### src/sv/csd_pkg.sv
// Package for the clock set and display control block: types, codes and helper functions.
`default_nettype none

package csd_pkg;

   // Widths of the stream words.
   localparam int unsigned REQ_DATA_W = 32;
   localparam int unsigned RSP_DATA_W = 48;
   localparam int unsigned RELOAD_W   = 16;

   // Reset value of the settle reload register.
   localparam logic [RELOAD_W-1:0] SETTLE_RELOAD_RESET = 16'd250;

   // Switch bit positions in the port expander byte.
   localparam int unsigned HOUR_SW_BIT   = 4;
   localparam int unsigned MINUTE_SW_BIT = 5;

   // Highest legal hour and minute before wrapping.
   localparam logic [5:0] HOUR_MAX   = 6'd12;
   localparam logic [7:0] MINUTE_MAX = 8'd59;

   // Segment codes that are not digits.
   localparam logic [7:0] SEG_BLANK    = 8'hFF;
   localparam logic [7:0] SEG_DOT_MASK = 8'h7F;

   // Held state of one pass.
   typedef struct packed {
      logic [6:0]          seconds_value;
      logic [6:0]          minutes_value;
      logic [4:0]          hours_value;
      logic [6:0]          last_seconds_seen;
      logic                dot_lit;
      logic                hour_switch_last;
      logic                minute_switch_last;
      logic                write_pending;
      logic [RELOAD_W-1:0] settle_count;
   } csd_state_type;

   // Fields of one input word.
   typedef struct packed {
      logic [7:0] switch_byte;
      logic [7:0] rtc_hours_raw;
      logic [7:0] rtc_minutes_raw;
      logic [7:0] rtc_seconds_raw;
   } csd_req_type;

   // Fields of one result word.
   typedef struct packed {
      logic [7:0] write_hours_bcd;
      logic [7:0] write_minutes_bcd;
      logic       write_request;
      logic       clock_read_taken;
      logic [7:0] hour_segments;
      logic [7:0] min_tens_segments;
      logic [7:0] min_ones_segments;
   } csd_rsp_type;

   // Active-low seven-segment code for a decimal digit.
   function automatic logic [7:0] digit_code(input logic [3:0] d);
      logic [7:0] c;
      case (d)
         4'd0:    c = 8'hC0;
         4'd1:    c = 8'hF9;
         4'd2:    c = 8'hA4;
         4'd3:    c = 8'hB0;
         4'd4:    c = 8'h99;
         4'd5:    c = 8'h92;
         4'd6:    c = 8'h82;
         4'd7:    c = 8'hF8;
         4'd8:    c = 8'h80;
         4'd9:    c = 8'h90;
         default: c = SEG_BLANK;
      endcase
      return c;
   endfunction

   // Hour symbol: digits, then A for ten, b for eleven and 0 for twelve.
   function automatic logic [7:0] hour_code(input logic [3:0] h);
      logic [7:0] c;
      case (h)
         4'd10:   c = 8'h88;
         4'd11:   c = 8'h83;
         4'd12:   c = 8'hC0;
         default: c = digit_code(h);
      endcase
      return c;
   endfunction

   // Binary to BCD for values below 100: tens by reciprocal multiply, ones by remainder.
   function automatic logic [7:0] to_bcd(input logic [6:0] v);
      logic [14:0] prod;
      logic [3:0]  q;
      logic [6:0]  r;
      prod = 15'(v) * 15'd205;
      q    = prod[14:11];
      r    = v - 7'(7'(q) * 7'd10);
      return {q, r[3:0]};
   endfunction

   // BCD byte to binary: tens nibble times ten plus ones nibble.
   function automatic logic [6:0] from_bcd(input logic [7:0] b);
      return 7'(7'(b[7:4]) * 7'd10 + 7'(b[3:0]));
   endfunction

endpackage

`default_nettype wire

### src/sv/clock_set_and_display_control_core.sv
// Top level of the clock set and display control block.
//
//   Channel   Direction  Ports                            Contents
//   req       in         req_tvalid/req_tready/req_tdata  clock bytes and switch byte
//   rsp       out        rsp_tvalid/rsp_tready/rsp_tdata  segment codes and write request
//   csr       in         csr_valid/csr_ready/csr_data     settle reload count
//
// A word accepted into the input register passes through the pass logic into the result
// register, from which its result is offered. While rsp does not stall, the pass logic lets
// one word through per cycle, so the block sustains one word per clock. Reset is synchronous
// and active high; it returns all held time state to zero and the settle reload to 250. A
// stall on rsp holds the result register, and the input register then holds one more word
// before req_tready drops.
`default_nettype none

module clock_set_and_display_control_core (
   input  wire                               clock,
   input  wire                               reset,
   // req_tdata, lowest bit first: rtc_seconds_raw[7:0], rtc_minutes_raw[15:8],
   // rtc_hours_raw[23:16], switch_byte[31:24].
   input  wire                               req_tvalid,
   output logic                              req_tready,
   input  wire [csd_pkg::REQ_DATA_W-1:0]     req_tdata,
   // rsp_tdata, lowest bit first: min_ones_segments[7:0], min_tens_segments[15:8],
   // hour_segments[23:16], clock_read_taken[24], write_request[25],
   // write_minutes_bcd[33:26], write_hours_bcd[41:34], zero fill [47:42].
   output logic                              rsp_tvalid,
   input  wire                               rsp_tready,
   output logic [csd_pkg::RSP_DATA_W-1:0]    rsp_tdata,
   // Settle reload register write.
   input  wire                               csr_valid,
   output logic                              csr_ready,
   input  wire [csd_pkg::RELOAD_W-1:0]       csr_data
);

   localparam int unsigned RSP_FIELDS_W = $bits(csd_pkg::csd_rsp_type);

   logic                          in_valid_ff;
   csd_pkg::csd_req_type          in_word_ff;
   logic                          out_valid_ff;
   logic                          out_valid_in;
   csd_pkg::csd_rsp_type          out_word_ff;
   csd_pkg::csd_state_type        state_ff;
   csd_pkg::csd_state_type        state_in;
   csd_pkg::csd_rsp_type          rsp_in;
   logic [csd_pkg::RELOAD_W-1:0]  settle_reload_ff;
   logic                          advance;
   logic                          req_take;

   // The input word moves on whenever the result register is empty or being drained.
   assign advance    = in_valid_ff && (!out_valid_ff || rsp_tready);
   assign req_tready = !in_valid_ff || advance;
   assign req_take   = req_tvalid && req_tready;
   assign csr_ready  = 1'b1;

   csd_pass u_pass (
      .state_cur     (state_ff),
      .req           (in_word_ff),
      .settle_reload (settle_reload_ff),
      .state_nxt     (state_in),
      .rsp           (rsp_in)
   );

   always_comb begin
      out_valid_in = out_valid_ff;
      if (advance) begin
         out_valid_in = 1'b1;
      end else if (rsp_tready) begin
         out_valid_in = 1'b0;
      end
   end

   // Control state and held time.
   always_ff @(posedge clock) begin
      if (reset) begin
         in_valid_ff      <= 1'b0;
         out_valid_ff     <= 1'b0;
         state_ff         <= '0;
         settle_reload_ff <= csd_pkg::SETTLE_RELOAD_RESET;
      end else begin
         if (req_take) begin
            in_valid_ff <= 1'b1;
         end else if (advance) begin
            in_valid_ff <= 1'b0;
         end
         out_valid_ff <= out_valid_in;
         if (advance) begin
            state_ff <= state_in;
         end
         if (csr_valid) begin
            settle_reload_ff <= csr_data;
         end
      end
   end

   // Payload registers.
   always_ff @(posedge clock) begin
      if (req_take) begin
         in_word_ff <= csd_pkg::csd_req_type'(req_tdata);
      end
      if (advance) begin
         out_word_ff <= rsp_in;
      end
   end

   assign rsp_tvalid = out_valid_ff;
   assign rsp_tdata  = {(csd_pkg::RSP_DATA_W - RSP_FIELDS_W)'(0), out_word_ff};

endmodule

`default_nettype wire

### src/sv/csd_pass.sv
// Combinational work of one pass: time load, switch steps, settle count, display and write request.
`default_nettype none

module csd_pass (
   input  wire csd_pkg::csd_state_type        state_cur,
   input  wire csd_pkg::csd_req_type          req,
   input  wire [csd_pkg::RELOAD_W-1:0]        settle_reload,
   output csd_pkg::csd_state_type             state_nxt,
   output csd_pkg::csd_rsp_type               rsp
);

   logic       load;
   logic       hour_pressed;
   logic       minute_pressed;
   logic       hour_step;
   logic       minute_step;
   logic [6:0] sec_loaded;
   logic [6:0] min_loaded;
   logic [4:0] hr_loaded;
   logic [5:0] hr_inc;
   logic [7:0] min_inc;
   logic [csd_pkg::RELOAD_W-1:0] cnt_set;
   logic [7:0] min_bcd;
   logic [7:0] hr_bcd;
   logic [7:0] hour_base;
   logic       do_write;

   always_comb begin
      state_nxt = state_cur;

      // Time load from the clock bytes when idle.
      load       = !state_cur.write_pending && (state_cur.settle_count == '0);
      sec_loaded = csd_pkg::from_bcd({1'b0, req.rtc_seconds_raw[6:0]});
      min_loaded = csd_pkg::from_bcd({1'b0, req.rtc_minutes_raw[6:0]});
      hr_loaded  = 5'(csd_pkg::from_bcd({3'b000, req.rtc_hours_raw[4:0]}));
      if (load) begin
         state_nxt.seconds_value = sec_loaded;
         state_nxt.minutes_value = min_loaded;
         state_nxt.hours_value   = hr_loaded;
      end

      // A step happens when a switch is released.
      hour_pressed   = !req.switch_byte[csd_pkg::HOUR_SW_BIT];
      minute_pressed = !req.switch_byte[csd_pkg::MINUTE_SW_BIT];
      hour_step      = !hour_pressed && state_cur.hour_switch_last;
      minute_step    = !minute_pressed && state_cur.minute_switch_last;

      hr_inc  = {1'b0, state_nxt.hours_value} + 6'd1;
      min_inc = {1'b0, state_nxt.minutes_value} + 8'd1;
      if (hour_step) begin
         state_nxt.hours_value = (hr_inc > csd_pkg::HOUR_MAX) ? 5'd0 : hr_inc[4:0];
      end
      if (minute_step) begin
         state_nxt.minutes_value = (min_inc > csd_pkg::MINUTE_MAX) ? 7'd0 : min_inc[6:0];
      end
      if (hour_step || minute_step) begin
         state_nxt.write_pending = 1'b1;
      end
      state_nxt.hour_switch_last   = hour_pressed;
      state_nxt.minute_switch_last = minute_pressed;

      cnt_set = (hour_step || minute_step) ? settle_reload : state_cur.settle_count;
      state_nxt.settle_count = (cnt_set != '0) ? cnt_set - 1'b1 : cnt_set;

      // Dot toggles on every change of the seconds value.
      if (state_nxt.seconds_value != state_cur.last_seconds_seen) begin
         state_nxt.dot_lit           = !state_cur.dot_lit;
         state_nxt.last_seconds_seen = state_nxt.seconds_value;
      end

      hour_base = (state_nxt.hours_value <= 5'd12)
                ? csd_pkg::hour_code(state_nxt.hours_value[3:0]) : csd_pkg::SEG_BLANK;

      min_bcd = csd_pkg::to_bcd(state_nxt.minutes_value);
      hr_bcd  = csd_pkg::to_bcd({2'b00, state_nxt.hours_value});

      do_write = state_nxt.write_pending && (state_nxt.settle_count == '0);
      if (do_write) begin
         state_nxt.write_pending = 1'b0;
      end

      rsp.min_ones_segments = csd_pkg::digit_code(min_bcd[3:0]);
      rsp.min_tens_segments = csd_pkg::digit_code(min_bcd[7:4]);
      rsp.hour_segments     = state_nxt.dot_lit ? (hour_base & csd_pkg::SEG_DOT_MASK)
                                                : hour_base;
      rsp.clock_read_taken  = load;
      rsp.write_request     = do_write;
      rsp.write_minutes_bcd = do_write ? min_bcd : 8'd0;
      rsp.write_hours_bcd   = do_write ? hr_bcd : 8'd0;
   end

endmodule

`default_nettype wire

### config.mk
export PLATFORM = sky130hd
export DESIGN_NAME = clock_set_and_display_control_core
export DESIGN_NICKNAME = d
export VERILOG_FILES = /design/src/sv/csd_pkg.sv /design/src/sv/clock_set_and_display_control_core.sv /design/src/sv/csd_pass.sv
export SDC_FILE = /design/constraint.sdc
export NUM_CORES = 1
export LEC_CHECK = 0
export ABC_CLOCK_PERIOD_IN_PS = 11400
export BUFFER_PORTS_ARGS = -buffer_cell sky130_fd_sc_hd__buf_2
export CAP_MARGIN = 20
export CELL_PAD_IN_SITES_DETAIL_PLACEMENT = 2
export CELL_PAD_IN_SITES_GLOBAL_PLACEMENT = 2
export CORE_AREA = 4 4 156 158
export CTS_CLUSTER_DIAMETER = 150
export DETAILED_ROUTE_END_ITERATION = 10
export DIE_AREA = 0 0 160 162
export GPL_TIMING_DRIVEN = 0
export PLACE_DENSITY_LB_ADDON = 0.1
export SYNTH_ARGS = -nofsm -noshare
export SYNTH_HDL_FRONTEND = slang
export SYNTH_SLANG_ARGS = --single-unit
### constraint.sdc
create_clock -name clock -period 11.4 [get_ports clock]
set_input_delay 2.85 -clock clock [delete_from_list [all_inputs] [get_ports clock]]
set_output_delay 2.85 -clock clock [all_outputs]
set_load 0.01 [all_outputs]
==> summary.log, run 1 <==
qor: worst_setup_path.cp_slowest_cell sky130_fd_sc_hd__clkbuf_1
qor: floorplanning.die-area 25900 µm²
qor: logic_synthesis.post_synth_mux_area_share 0.0538
qor: worst_setup_path.max_stage_delay 620 ps
qor: grt.grt_pass1_vias 7588
qor: worst_setup_path.regToRegSetupSlack 1080 ps
qor: worst_setup_path.worstSetupPathType reg2reg
qor: run.cap_viol_max_count 0
qor: placed_design.placement.io_buffers 80
qor: sta.max_freq 96.9 MHz
qor: worst_setup_path.ff2ff_path_depth 40
qor: power.total_power_consumption_of_the_routed_design 2.65 mW
qor: floorplanning.placement_rows 56
qor: logic_synthesis.cell_variety_after_synth 74
qor: final_layout.area_growth_syn_to_layout 17.8%
qor: logic_synthesis.largest_family_of_logic_cells_by_synthesized_area adder cells
qor: cts.cts_resized 0
qor: worst_setup_path.setup.worst_path.start state_ff[2]
qor: final_layout.proportion_of_layout_cells_with_a_drive_suffix_above_1 0.155
qor: worst_setup_path.crit_cells 40
qor: worst_setup_path.worst_ep_arrival_time 10510 ps
qor: worst_setup_path.startpoint_type flip-flop
qor: logic_synthesis.post_synth_and_or_nand_nor_area_fraction 0.172
qor: sta.finalClockSkew 14.2 ps
qor: worst_setup_path.crit-reg2reg-launch state_ff[2]
qor: route.detailedRoute.firstIterationViolations 274
qor: final_layout.fillerInstances 2563
qor: sta.timing.hold.ws 466 ps
qor: floorplanning.initial_core_util 0.364
qor: power.power.static_leakage 4.38 nW
qor: logic_synthesis.synth_xor_area_frac 0.0522
qor: sta.final-hold-violation-count 0
qor: cts.cts_setup_buffers 0
qor: power.powerDensity 268 nW/µm²
qor: power.ir_drop 0.000120 V
qor: worst_setup_path.r2r_end rsp_tdata[6]
qor: logic_synthesis.synth_area_per_cell 9.43 µm²
qor: route.dr_total_vias 6937
qor: worst_setup_path.setup.worst_path.end_class flip-flop
qor: hold_path.type_of_the_tightest_min_delay_check reg2reg
qor: logic_synthesis.synth-compound-area-share 0.129
qor: sta.slew-limit-headroom 0.298
qor: placed_design.gp_congestion 0.821
qor: logic_synthesis.postSynth.topFlopCell sky130_fd_sc_hd__dfxtp_1
qor: final_layout.antennaDiodeCount 0
qor: sta.timing.final.crit_period 10320 ps
qor: logic_synthesis.synth-adder-area-share 0.177
qor: route.avgRoutedWirePerCell 18.8 µm
qor: grt.grt_first_pass_wirelength 40300 µm
qor: final_layout.final_cell_mix sky130_fd_sc_hd__nor2_1, sky130_fd_sc_hd__ha_1, sky130_fd_sc_hd__buf_2, sky130_fd_sc_hd__nand2_1, sky130_fd_sc_hd__dfxtp_1
qor: grt.aggregate_global_route_resource_usage 0.194
qor: placed_design.hpwl 18800 µm
qor: sta.finalCritPeriodShare 0.905
qor: sta.setup_tns 0 ps
qor: logic_synthesis.synthCells 893
qor: grt.grt_start_max_net_pins 32
qor: cts.clock_sink_count 123
qor: cts.worst_skew_pair.late_latency 440 ps
qor: final_layout.most_common_cell_after_layout_fill_and_taps_aside sky130_fd_sc_hd__nor2_1
qor: cts.cell_at_the_root_of_the_clock_tree sky130_fd_sc_hd__clkbuf_16
qor: run_status.run_status completed
qor: logic_synthesis.postSynth.asyncResetShare 0
qor: grt.antenna_found_initial 0
qor: logic_synthesis.ys_seq_elements 123
qor: sta.endpoints_failing_setup 0
qor: logic_synthesis.syn-cell-area 8420 µm²
qor: cts.cts_hold_buf 0
qor: grt.gr-total-overflow 0
qor: worst_setup_path.critPathTopFamily simple AND/OR/NAND/NOR gates
qor: worst_setup_path.endpoint rsp_tdata[6]
qor: route.drt.antenna.violating_nets 0
qor: sta.setup_repair_after_global_routing_missed_its_margin no
qor: worst_setup_path.required_time_at_the_worst_slack_endpoint 11590 ps
qor: cts.cts_htree_levels 4
qor: worst_setup_path.critical_path_peak_fanout 10
qor: cts.tritoncts yes
qor: sta.max_slew.worst_pin.slew 1050 ps
qor: logic_synthesis.synth_edf_count 59
qor: route.vias_per_cell 5.31
qor: floorplanning.core_area 23100 µm²
qor: route.finalWirelength 24600 µm
qor: logic_synthesis.ys_seq_area_frac 0.363
qor: sta.final_max_slew_viol_count 0
qor: route.dr.pass1.iters 5
qor: floorplanning.io_pins 104
qor: route.remaining_drc_errors 0
qor: cts.max-clock-path-buffers 2
qor: logic_synthesis.synth-warning-count 0
qor: cts.cts_buffers 17
qor: cts.clock_pin_slew_worst_setup_and_hold_paths 70 ps
qor: final_layout.design.final.nets 1167
qor: worst_setup_path.timing.critical_path.buf_inv 9
qor: floorplanning.die_y 162 µm
qor: floorplanning.die_w 160 µm
-- layer usage --
metal,GRT usage,share of wire
met1,0.243,0.46
met2,0.351,0.51
met3,0.0269,0.019
met4,0.0508,0.012
met5,0,0
-- logic make-up after synthesis --
family	Yosys count
multiplexers	43
XOR/XNOR	46
adder cells (fa/ha/maj)	111
AO/OA/AOI/OAI	163
other	2
flip-flops	123
AND/OR/NAND/NOR	303
buffers and inverters	102
-- worst min path at each step --
stage,slack [ps],depth (start not counted),to,startpoint
final,470,2,state_ff[44],state_ff[44]
after global routing,490,2,state_ff[31],state_ff[31]
after CTS,470,2,state_ff[42],state_ff[42]
after detailed placement,450,2,state_ff[45],state_ff[45]
after global placement,450,2,state_ff[44],state_ff[44]
after floorplan,440,2,state_ff[31],state_ff[31]
-- Yosys cell counts, types with 3 or more instances --
cell | instances | area share
sky130_fd_sc_hd__xnor2_1 | 27 | 0.028
sky130_fd_sc_hd__nand2_1 | 76 | 0.034
sky130_fd_sc_hd__buf_4 | 12 | 0.011
sky130_fd_sc_hd__o22a_1 | 4 | 0.0042
sky130_fd_sc_hd__a21boi_0 | 3 | 0.0027
sky130_fd_sc_hd__clkbuf_1 | 24 | 0.011
sky130_fd_sc_hd__mux2i_1 | 37 | 0.044
sky130_fd_sc_hd__nor3_1 | 30 | 0.018
sky130_fd_sc_hd__nor2_1 | 101 | 0.045
sky130_fd_sc_hd__and2_1 | 8 | 0.0059
sky130_fd_sc_hd__a21oi_1 | 50 | 0.030
sky130_fd_sc_hd__or2_2 | 5 | 0.0037
sky130_fd_sc_hd__or3_1 | 3 | 0.0022
sky130_fd_sc_hd__edfxtp_1 | 59 | 0.21
sky130_fd_sc_hd__nand3b_1 | 4 | 0.0036
sky130_fd_sc_hd__nand3_1 | 20 | 0.012
sky130_fd_sc_hd__dfxtp_1 | 64 | 0.15
sky130_fd_sc_hd__and3_1 | 9 | 0.0067
sky130_fd_sc_hd__buf_2 | 3 | 0.0018
sky130_fd_sc_hd__nor2b_1 | 10 | 0.0074
sky130_fd_sc_hd__inv_1 | 53 | 0.024
sky130_fd_sc_hd__mux2_2 | 4 | 0.0054
sky130_fd_sc_hd__a211o_1 | 8 | 0.0083
sky130_fd_sc_hd__or4_1 | 3 | 0.0027
sky130_fd_sc_hd__a211oi_1 | 20 | 0.018
sky130_fd_sc_hd__nand2b_1 | 9 | 0.0067
sky130_fd_sc_hd__nand4_1 | 5 | 0.0037
sky130_fd_sc_hd__fa_1 | 13 | 0.031
sky130_fd_sc_hd__ha_1 | 98 | 0.15
sky130_fd_sc_hd__o211ai_1 | 5 | 0.0045
sky130_fd_sc_hd__xor2_1 | 15 | 0.016
sky130_fd_sc_hd__o21ai_0 | 28 | 0.017
sky130_fd_sc_hd__nand4b_1 | 3 | 0.0031
sky130_fd_sc_hd__o21a_1 | 4 | 0.0036
sky130_fd_sc_hd__buf_1 | 5 | 0.0022
sky130_fd_sc_hd__a21o_1 | 5 | 0.0045
sky130_fd_sc_hd__a31oi_1 | 11 | 0.0082
sky130_fd_sc_hd__nor4_1 | 7 | 0.0052
-- stage by stage --
stage               instances   util  setup slack [ps]  area, µm²
finish                   1306  0.429              1080       9910
global route             1306  0.429               236       9910
CTS                      1306  0.429               719       9910
detailed placement       1274  0.401               763       9260
global placement         1272  0.398               999       9210
floorplan                 902      -              2990       8450
-- power breakdown --
| part | internal [mW] | leakage [nW] | switching [mW] |
|---|---|---|---|
| registers | 0.578 | 1.09 | 0.0271 |
| logic | 0.558 | 2.97 | 0.881 |
| clock network | 0.375 | 0.321 | 0.234 |
| total | 1.51 | 4.38 | 1.14 |
-- sequential cells by signal, summed over array words and instances, names as in the netlist --
signal            cells
in_valid_ff           1
state_ff             46
in_word_ff           21
rsp_tdata            38
rsp_tvalid            1
settle_reload_ff     16
-- worst reg2reg max path, delay by kind of cell (launching register included) --
| kind | cells | cell delay (ps) |
|---|---|---|
| DFF | 1 | 340 |
| muxes | 2 | 520 |
| xor gates and xnor gates | 3 | 1170 |
| buffers and inverters | 9 | 1500 |
| and+or+nand+nor | 11 | 2260 |
| AOI/OAI and AO/OA | 8 | 2000 |
| adders and majority gates | 7 | 2250 |
-- final cells by class --
| cell class | count | area, µm² | share of cell area |
|---|---|---|---|
| multi-input combinational | 677 | 4960 | 0.500 |
| timing repair buffer | 82 | 448 | 0.0452 |
| buffer | 46 | 231 | 0.0233 |
| clock buffer | 17 | 425 | 0.0429 |
| tap | 290 | 363 | 0.0366 |
| inverter | 56 | 210 | 0.0212 |
| clock inverter | 15 | 226 | 0.0228 |
| sequential | 123 | 3050 | 0.308 |
Power figures use the tool's default switching activity.
==> run 2, diff against run 1 <==
- REMOVE_ABC_BUFFERS: default -> 1
==> summary.log, run 2 (synthesis results as in run 1) <==
qor: sta.endpoints_failing_setup 0 [unchanged]
qor: floorplanning.placement_rows 56 [unchanged]
qor: worst_setup_path.critical_path_peak_fanout 25 [was 10]
qor: worst_setup_path.timing.critical_path.buf_inv 5 [was 9]
qor: cts.tritoncts yes [unchanged]
qor: cts.cts_buffers 17 [unchanged]
qor: final_layout.final_cell_mix sky130_fd_sc_hd__nor2_1, sky130_fd_sc_hd__ha_1, sky130_fd_sc_hd__buf_2, sky130_fd_sc_hd__nand2_1, sky130_fd_sc_hd__dfxtp_1 [unchanged]
qor: floorplanning.core_area 23100 µm² [unchanged]
qor: route.remaining_drc_errors 0 [unchanged]
qor: worst_setup_path.crit_cells 36 [was 40]
qor: worst_setup_path.max_stage_delay 650 ps [was 620 ps]
qor: route.dr_total_vias 6731 [was 6937]
qor: grt.antenna_found_initial 0 [unchanged]
qor: sta.finalClockSkew 8.03 ps [was 14.2 ps]
qor: power.power.static_leakage 4.26 nW [was 4.38 nW]
qor: sta.setup_repair_after_global_routing_missed_its_margin no [unchanged]
qor: cts.clock_sink_count 123 [unchanged]
qor: sta.max_slew.worst_pin.slew 967 ps [was 1050 ps]
qor: power.powerDensity 265 nW/µm² [was 268 nW/µm²]
qor: placed_design.gp_congestion 0.797 [was 0.821]
qor: placed_design.hpwl 16900 µm [was 18800 µm]
qor: route.detailedRoute.firstIterationViolations 223 [was 274]
qor: grt.grt_start_max_net_pins 76 [was 32]
qor: route.dr.pass1.iters 4 [was 5]
qor: grt.grt_first_pass_wirelength 37900 µm [was 40300 µm]
qor: worst_setup_path.crit-reg2reg-launch state_ff[11] [was state_ff[2]]
qor: final_layout.most_common_cell_after_layout_fill_and_taps_aside sky130_fd_sc_hd__nor2_1 [unchanged]
qor: route.vias_per_cell 5.32 [was 5.31]
qor: worst_setup_path.required_time_at_the_worst_slack_endpoint 11570 ps [was 11590 ps]
qor: worst_setup_path.regToRegSetupSlack 1280 ps [was 1080 ps]
qor: cts.worst_skew_pair.late_latency 430 ps [was 440 ps]
qor: final_layout.number_of_flip_flops_under_the_largest_register_name 46 [unchanged]
qor: power.ir_drop 0.000111 V [was 0.000120 V]
qor: sta.final_max_slew_viol_count 0 [unchanged]
qor: hold_path.type_of_the_tightest_min_delay_check reg2reg [unchanged]
qor: cts.cts_resized 0 [unchanged]
qor: sta.slew-limit-headroom 0.355 [was 0.298]
qor: final_layout.design.final.nets 1127 [was 1167]
qor: worst_setup_path.cp_slowest_cell sky130_fd_sc_hd__o21ai_0 [was sky130_fd_sc_hd__clkbuf_1]
qor: sta.max_freq 98.8 MHz [was 96.9 MHz]
qor: floorplanning.die_y 162 µm [unchanged]
qor: placed_design.placement.io_buffers 81 [was 80]
qor: hold_path.hold_path_depth 2 [unchanged]
qor: placed_design.dp_slack 1180 ps [was 763 ps]
qor: floorplanning.die-area 25900 µm² [unchanged]
qor: worst_setup_path.startpoint_type flip-flop [unchanged]
qor: route.finalWirelength 22600 µm [was 24600 µm]
qor: worst_setup_path.critPathTopFamily compound AO/OA/AOI/OAI gates [was simple AND/OR/NAND/NOR gates]
qor: final_layout.proportion_of_layout_cells_with_a_drive_suffix_above_1 0.150 [was 0.155]
qor: final_layout.area_growth_syn_to_layout 15.1% [was 17.8%]
qor: sta.setup_tns 0 ps [unchanged]
qor: floorplanning.die_w 160 µm [unchanged]
qor: cts.max-clock-path-buffers 2 [unchanged]
qor: grt.grt_pass1_vias 7345 [was 7588]
qor: floorplanning.initial_core_util 0.364 [unchanged]
qor: grt.gr-total-overflow 0 [unchanged]
qor: cts.cts_htree_levels 4 [unchanged]
qor: worst_setup_path.setup.worst_path.end_class flip-flop [unchanged]
qor: sta.finalCritPeriodShare 0.888 [was 0.905]
qor: final_layout.largest-register state_ff [unchanged]
qor: final_layout.antennaDiodeCount 0 [unchanged]
qor: run_status.run_status completed [unchanged]
qor: run.cap_viol_max_count 0 [unchanged]
qor: cts.clock_pin_slew_worst_setup_and_hold_paths 60 ps [was 70 ps]
qor: grt.aggregate_global_route_resource_usage 0.179 [was 0.194]
qor: worst_setup_path.ff2ff_path_depth 36 [was 40]
qor: cts.cts_setup_buffers 0 [unchanged]
qor: worst_setup_path.worst_ep_arrival_time 10290 ps [was 10510 ps]
qor: worst_setup_path.setup.worst_path.start state_ff[11] [was state_ff[2]]
qor: worst_setup_path.worstSetupPathType reg2reg [unchanged]
qor: placed_design.post-place-cells 1233 [was 1274]
qor: final_layout.final_core_util 0.419 [was 0.429]
qor: hold_path.hold_path_startpoint state_ff[44] [unchanged]
qor: final_layout.final_cell_count_no_fill 1266 [was 1306]
qor: cts.cts_hold_buf 0 [unchanged]
qor: sta.fin_ws 1280 ps [was 1080 ps]
qor: cts.cell_at_the_root_of_the_clock_tree sky130_fd_sc_hd__clkbuf_16 [unchanged]
qor: worst_setup_path.timing.critical_path.mode_cell sky130_fd_sc_hd__ha_1
qor: sta.final-hold-violation-count 0 [unchanged]
qor: route.avgRoutedWirePerCell 17.8 µm [was 18.8 µm]
qor: sta.timing.final.crit_period 10120 ps [was 10320 ps]
qor: floorplanning.io_pins 104 [unchanged]
qor: route.drt.antenna.violating_nets 0 [unchanged]
qor: power.total_power_consumption_of_the_routed_design 2.57 mW [was 2.65 mW]
-- run 2: per-layer routing --
layer | track usage | wire [µm] | vias to the layer above
li1 | - | - | 3291
met2 | 0.323 | 11300 | 94
met1 | 0.227 | 10400 | 3320
met3 | 0.0233 | 589 | 26
met5 | 0 | 0 | -
met4 | 0.0489 | 309 | 0
-- run 2: stage by stage --
step / cell area [µm²] / hold WS, ps
after floorplan: 8220 / 430
after global placement: 8990 / 445
after detailed placement: 9100 / 459
after CTS: 9680 / 470
after global routing: 9690 / 488
final: 9690 / 463
-- run 2: layout make-up --
cell class,instances,area (µm²)
repair buffers,88,513
fillers,2547,13400
multi-input cells,677,4970
clock inverters,12,138
well taps,290,363
inverters,56,213
clock buffers,20,447
flip-flops and latches,123,3050
-- run 2: power breakdown --
group | switching (mW) | internal [mW]
registers | 0.0277 | 0.578
clock network | 0.223 | 0.331
logic | 0.855 | 0.553
total | 1.11 | 1.46
-- run 2: worst reg2reg max path: cells and delay by family (launching register included) --
family,cells,cell delay (ps)
buffers and inverters,5,690
AND/OR/NAND/NOR,9,2250
adder cells (fa/ha/maj),7,2320
AO/OA/AOI/OAI,10,2660
flip-flops,1,350
XOR/XNOR,3,1120
multiplexers,2,470
-- run 2: worst paths after layout --
check                      end
setup reg to reg  rsp_tdata[6]
setup / recovery  rsp_tdata[6]
hold reg to reg   state_ff[44]
hold / removal    state_ff[44]
